==> config.mk <==
export PLATFORM = sky130hd
export DESIGN_NAME = pct_sin_pipe
export DESIGN_NICKNAME = d
export VERILOG_FILES = /design/src/sv/pct_pkg.sv /design/src/sv/pct_sin_pipe.sv
export SDC_FILE = /design/constraint.sdc
export NUM_CORES = 2
export LEC_CHECK = 0
export BUFFER_PORTS_ARGS = -buffer_cell sky130_fd_sc_hd__buf_2
export CAP_MARGIN = 15
export CORE_UTILIZATION = 52
export CTS_BUF_LIST = sky130_fd_sc_hd__clkbuf_8
export CTS_CLUSTER_DIAMETER = 80
export CTS_CLUSTER_SIZE = 8
export DETAILED_ROUTE_END_ITERATION = 16
export PLACE_DENSITY_LB_ADDON = 0.2
export SYNTH_ARGS = -nofsm -noshare
export SYNTH_HDL_FRONTEND = slang
export SYNTH_SLANG_ARGS = --single-unit
==> constraint.sdc <==
create_clock -name clock -period 11.4 [get_ports clock]
set_input_delay 1.14 -clock clock [delete_from_list [all_inputs] [get_ports clock]]
set_output_delay 1.14 -clock clock [all_outputs]
set_load 0.01 [all_outputs]
==> src/sv/pct_pkg.sv <==
// Shared constants and types for the Park/Clarke transform pipeline.
`timescale 1ns / 1ps

package pct_pkg;

   // Number of register stages from the request port to the response register.
   localparam int N_STAGES = 13;

   // One advance-enable bit per pipeline stage.
   typedef logic [N_STAGES-1:0] stage_vec_type;

   // Unsigned Q16 position in a quarter wave, 0 to 65536 inclusive.
   localparam int X_W = 17;

   // Signed Q16 sine or cosine, -65536 to 65536 inclusive.
   localparam int SIN_W = 18;

   // Direction codes carried on the cmd field.
   localparam logic CMD_FORWARD = 1'b0;
   localparam logic CMD_INVERSE = 1'b1;

endpackage

==> src/sv/pct_sin_pipe.sv <==
// Pipelined quarter-wave sine generator: Horner series over stages 1 to 7.
`timescale 1ns / 1ps

module pct_sin_pipe (
   input  logic                              clock,
   input  pct_pkg::stage_vec_type            adv,
   input  logic [pct_pkg::X_W-1:0]           x,
   input  logic                              neg,
   output logic signed [pct_pkg::SIN_W-1:0]  sin_val
);
   import pct_pkg::*;

   localparam int P_W = 26;
   localparam int R_W = 26;
   localparam int M_W = P_W + X_W;

   // Odd series of sin(pi/2 * x) in Q24, highest order first.
   localparam logic [P_W-1:0] C9 = P_W'(2692);
   localparam logic [P_W-1:0] C7 = P_W'(78547);
   localparam logic [P_W-1:0] C5 = P_W'(1337020);
   localparam logic [P_W-1:0] C3 = P_W'(10837479);
   localparam logic [P_W-1:0] C1 = P_W'(26353589);
   localparam logic [18:0]    CLAMP = 19'd65536;

   // One Horner step: c - floor(p * x2 / 2^16).
   function automatic logic [P_W-1:0] horner(input logic [P_W-1:0] c,
                                             input logic [P_W-1:0] p,
                                             input logic [X_W-1:0] x2);
      logic [M_W-1:0] prod;
      prod = {{X_W{1'b0}}, p} * {{P_W{1'b0}}, x2};
      return c - P_W'(prod >> 16);
   endfunction

   logic [X_W-1:0]          x_ff   [1:5];
   logic [X_W-1:0]          x2_ff  [1:4];
   logic                    neg_ff [1:6];
   logic [P_W-1:0]          p_ff   [2:5];
   logic [R_W-1:0]          r_ff;
   logic signed [SIN_W-1:0] sin_ff;

   logic [2*X_W-1:0]        sq_in;
   logic [M_W-1:0]          rprod_in;
   logic [18:0]             rnd_in;
   logic [X_W-1:0]          mag_in;
   logic signed [SIN_W-1:0] sin_in;

   // Square of the position, the final product and the rounded magnitude.
   always_comb begin
      sq_in    = {{X_W{1'b0}}, x} * {{X_W{1'b0}}, x};
      rprod_in = {{X_W{1'b0}}, p_ff[5]} * {{P_W{1'b0}}, x_ff[5]};
      rnd_in   = 19'((r_ff + R_W'(128)) >> 8);
      mag_in   = (rnd_in > CLAMP) ? X_W'(CLAMP) : X_W'(rnd_in);
      sin_in   = neg_ff[6] ? -$signed({1'b0, mag_in}) : $signed({1'b0, mag_in});
   end

   // Stage registers; each stage moves when its advance bit is set.
   always_ff @(posedge clock) begin
      if (adv[1]) begin
         x_ff[1]   <= x;
         neg_ff[1] <= neg;
         x2_ff[1]  <= X_W'(sq_in >> 16);
      end
      if (adv[2]) begin
         x_ff[2]   <= x_ff[1];
         neg_ff[2] <= neg_ff[1];
         x2_ff[2]  <= x2_ff[1];
         p_ff[2]   <= horner(C7, C9, x2_ff[1]);
      end
      if (adv[3]) begin
         x_ff[3]   <= x_ff[2];
         neg_ff[3] <= neg_ff[2];
         x2_ff[3]  <= x2_ff[2];
         p_ff[3]   <= horner(C5, p_ff[2], x2_ff[2]);
      end
      if (adv[4]) begin
         x_ff[4]   <= x_ff[3];
         neg_ff[4] <= neg_ff[3];
         x2_ff[4]  <= x2_ff[3];
         p_ff[4]   <= horner(C3, p_ff[3], x2_ff[3]);
      end
      if (adv[5]) begin
         x_ff[5]   <= x_ff[4];
         neg_ff[5] <= neg_ff[4];
         p_ff[5]   <= horner(C1, p_ff[4], x2_ff[4]);
      end
      if (adv[6]) begin
         neg_ff[6] <= neg_ff[5];
         r_ff      <= R_W'(rprod_in >> 16);
      end
      if (adv[7]) begin
         sin_ff <= sin_in;
      end
   end

   assign sin_val = sin_ff;

endmodule

==> results.json <==
{
  "post-route-util_pct": 54.5,
  "hold_depth": 0,
  "max_slew.worst_pin.slew_ns": 1.28,
  "drtPass1Iterations": 6,
  "syn-num-nets": 9172,
  "clk-insertion-delay-late_ns": 0.66,
  "cts_tree": "done",
  "final.fill_count": 11500,
  "yosys.area.top_type_share_pct": 41.7,
  "reg2reg_depth": 23,
  "status": "finished clean",
  "synth-main-ff-cell": "edfxtp_1",
  "hold_class": "reg2reg",
  "grt_max_degree": 62,
  "cp_data_required_time_ns": 11.81,
  "hold_viol": 0,
  "yosysMostFrequentCell": "inv_1",
  "wirelength_um": 148000,
  "via_count": 46000,
  "r2r_slack_ns": 3.00,
  "die_y_um": 361,
  "hpwl_um": 115000,
  "timing.hold.ws_ns": 0.393,
  "die_w_um": 361,
  "track_usage_pct": 24.0,
  "crit_fanout": 26,
  "fin_setup_tns_ns": 0,
  "setup_viol": 0,
  "rows": 131,
  "cts_root_buf": "clkbuf_8",
  "drc_errors": 0,
  "ys_seq_elements": 283,
  "grt_pass1_wl_um": 253000,
  "numClockSinks": 283,
  "cts_buffer_depth": 3,
  "ant_nets": 0,
  "syn_avg_cell_area_um2": 9.44,
  "ioPinCount": 50,
  "finalCritPeriodShare_pct": 73.7,
  "synth_area_mm2": 0.0670,
  "synthDistinctLibCells": 87,
  "period_needed_ns": 8.40,
  "clk_pin_slew_ns": 0.07,
  "ctsResizeCount": 0,
  "min_to": "neg_ff[0][4]$_DFFE_PP_",
  "grt_overflow": 0,
  "synth_top_area_cell": "fa_1",
  "viasPerCell": 5.31,
  "ctsHoldBuffers": 0,
  "slew_violations": 0,
  "async_reset_ff_share_pct": 0,
  "synth_cells": 7098,
  "htreeDepth": 2,
  "dieArea_mm2": 0.130,
  "drive_gt1_share_pct": 2.73,
  "grt_setup_unrepaired": "no",
  "final.setup.worst_slack_ns": 3.00,
  "cp.arrival_ns": 8.81,
  "synth_edf_count": 283,
  "grt_pass1_vias": 50200,
  "nets": 9062,
  "wl_per_cell_um": 17.1,
  "max-cap-violations": 0,
  "max_slew_margin_pct": 14.4,
  "yosysSeqAreaShare_pct": 12.7,
  "start_kind": "register",
  "io_buffers": 43,
  "antenna_found_initial": 1,
  "numCtsBuffers": 43,
  "fmax_mhz": 119,
  "synth_top_cells_by_area": "fa_1, edfxtp_1, ha_1",
  "yosys-top-cells-count": "inv_1, fa_1, nand2_1, ha_1, and2_1",
  "r2r_start": "x2_ff[0][74]$_DFFE_PP_",
  "post-place-ws_ns": 3.07,
  "fin_skew_ns": 0.0428,
  "cts_post_setup_buffers_inserted": 0,
  "initial_core_util_pct": 52.5,
  "r2r_end": "p_ff[2][51]$_DFFE_PP_",
  "area_growth_pct": 3.75,
  "worstHoldStart": "neg_ff[0][3]$_DFFE_PP_",
  "yosys_warnings": 0,
  "endpoint_kind": "register",
  "crit_type": "reg2reg",
  "coreArea_mm2": 0.128,
  "gp_congestion": 0.853,
  "initialDrtViolationCount": 2506
}
## cells in the final DEF, fill, tap and decap left out, types with 13 or more instances in the layout
master,netlist,final
and3_1,38,38
xnor2_1,126,126
or3_1,13,13
nand4_1,18,18
nor3_1,35,35
buf_4,0,63
a211oi_1,19,19
nand2b_1,22,22
inv_1,1765,1768
edfxtp_1,283,283
buf_2,2,43
o21ai_0,63,63
nor2_1,127,127
a21oi_1,117,117
a31oi_1,17,17
ha_1,646,646
nand3_1,47,47
nor2b_1,21,21
a211o_1,13,13
xor2_1,90,90
a21o_1,68,68
clkbuf_8,0,43
and2_1,600,600
o31ai_1,13,13
fa_1,1396,1396
nand2_1,1111,1111
o21a_1,14,14
## per-layer routing
layer | GRT usage [%] | up-vias | routed length (um)
met5 | 0 | - | 0
li1 | - | 20900 | -
met4 | 6.26 | 0 | 3740
met3 | 3.14 | 246 | 7450
met2 | 41.3 | 1092 | 73000
met1 | 32.0 | 23700 | 63800
## metrics by stage
stage | area, um^2 | cells
after global placement | 68800 | 8603
after floorplan | 67000 | 7098
after detailed placement | 68800 | 8603
after CTS | 69500 | 8657
final | 69500 | 8660
after global routing | 69500 | 8660
## worst max-delay path, stage by stage (launching register included)
cell	delay [ns]
edfxtp_1	1.20
nand2_1	0.24
fa_1	0.54
fa_1	0.50
inv_1	0.06
fa_1	0.49
inv_1	0.05
fa_1	0.57
fa_1	0.44
fa_1	0.54
inv_1	0.06
ha_1	0.42
and4_1	0.26
nand4_1	0.10
o22a_1	0.29
nand2_1	0.22
xor2_1	0.31
nor2_1	0.10
o31a_1	0.40
o41ai_2	0.55
nand2_1	0.12
a21oi_1	0.35
o211ai_1	0.18
xnor2_1	0.15
## registers in the layout, indices dropped and copies added (netlist names)
name     flops
x_ff        85
r_ff        19
p_ff        87
sin_val     18
x2_ff       68
neg_ff       6
## worst max-delay path by stage
stage                            from               endpoint  cells after the start
5_1_grt        x2_ff[0][74]$_DFFE_PP_  p_ff[2][51]$_DFFE_PP_                     22
2_1_floorplan   p_ff[1][33]$_DFFE_PP_  p_ff[2][25]$_DFFE_PP_                     27
3_5_place_dp   x2_ff[0][74]$_DFFE_PP_  p_ff[2][51]$_DFFE_PP_                     22
4_1_cts        x2_ff[0][61]$_DFFE_PP_  p_ff[2][25]$_DFFE_PP_                     26
3_3_place_gp   x2_ff[0][73]$_DFFE_PP_  p_ff[2][51]$_DFFE_PP_                     23
6_report       x2_ff[0][74]$_DFFE_PP_  p_ff[2][51]$_DFFE_PP_                     23
## cell type report
| cell class | count | area [um^2] | share of cell area (%) |
|---|---|---|---|
| Clock inverter | 11 | 96.3 | 0.139 |
| Timing Repair Buffer | 108 | 731 | 1.05 |
| Clock buffer | 43 | 592 | 0.851 |
| Inverter | 1765 | 6630 | 9.53 |
| Multi-Input combinational cell | 4787 | 50900 | 73.2 |
| Antenna cell | 1 | 2.50 | 0.00360 |
| Tap cell | 1662 | 2080 | 2.99 |
| Sequential cell | 283 | 8500 | 12.2 |
## cells by family after synthesis
family	share of synthesized area [%]
and+or+nand+nor	14.7
adders and majority gates	53.8
buffers and inverters	11.4
AOI/OAI and AO/OA	4.58
DFF	12.7
xor gates and xnor gates	2.82
muxes	0.0765
Power is left out: the tool's default activity adds up to more than one toggle a clock period on the data nets, which glitch-free logic cannot reach.
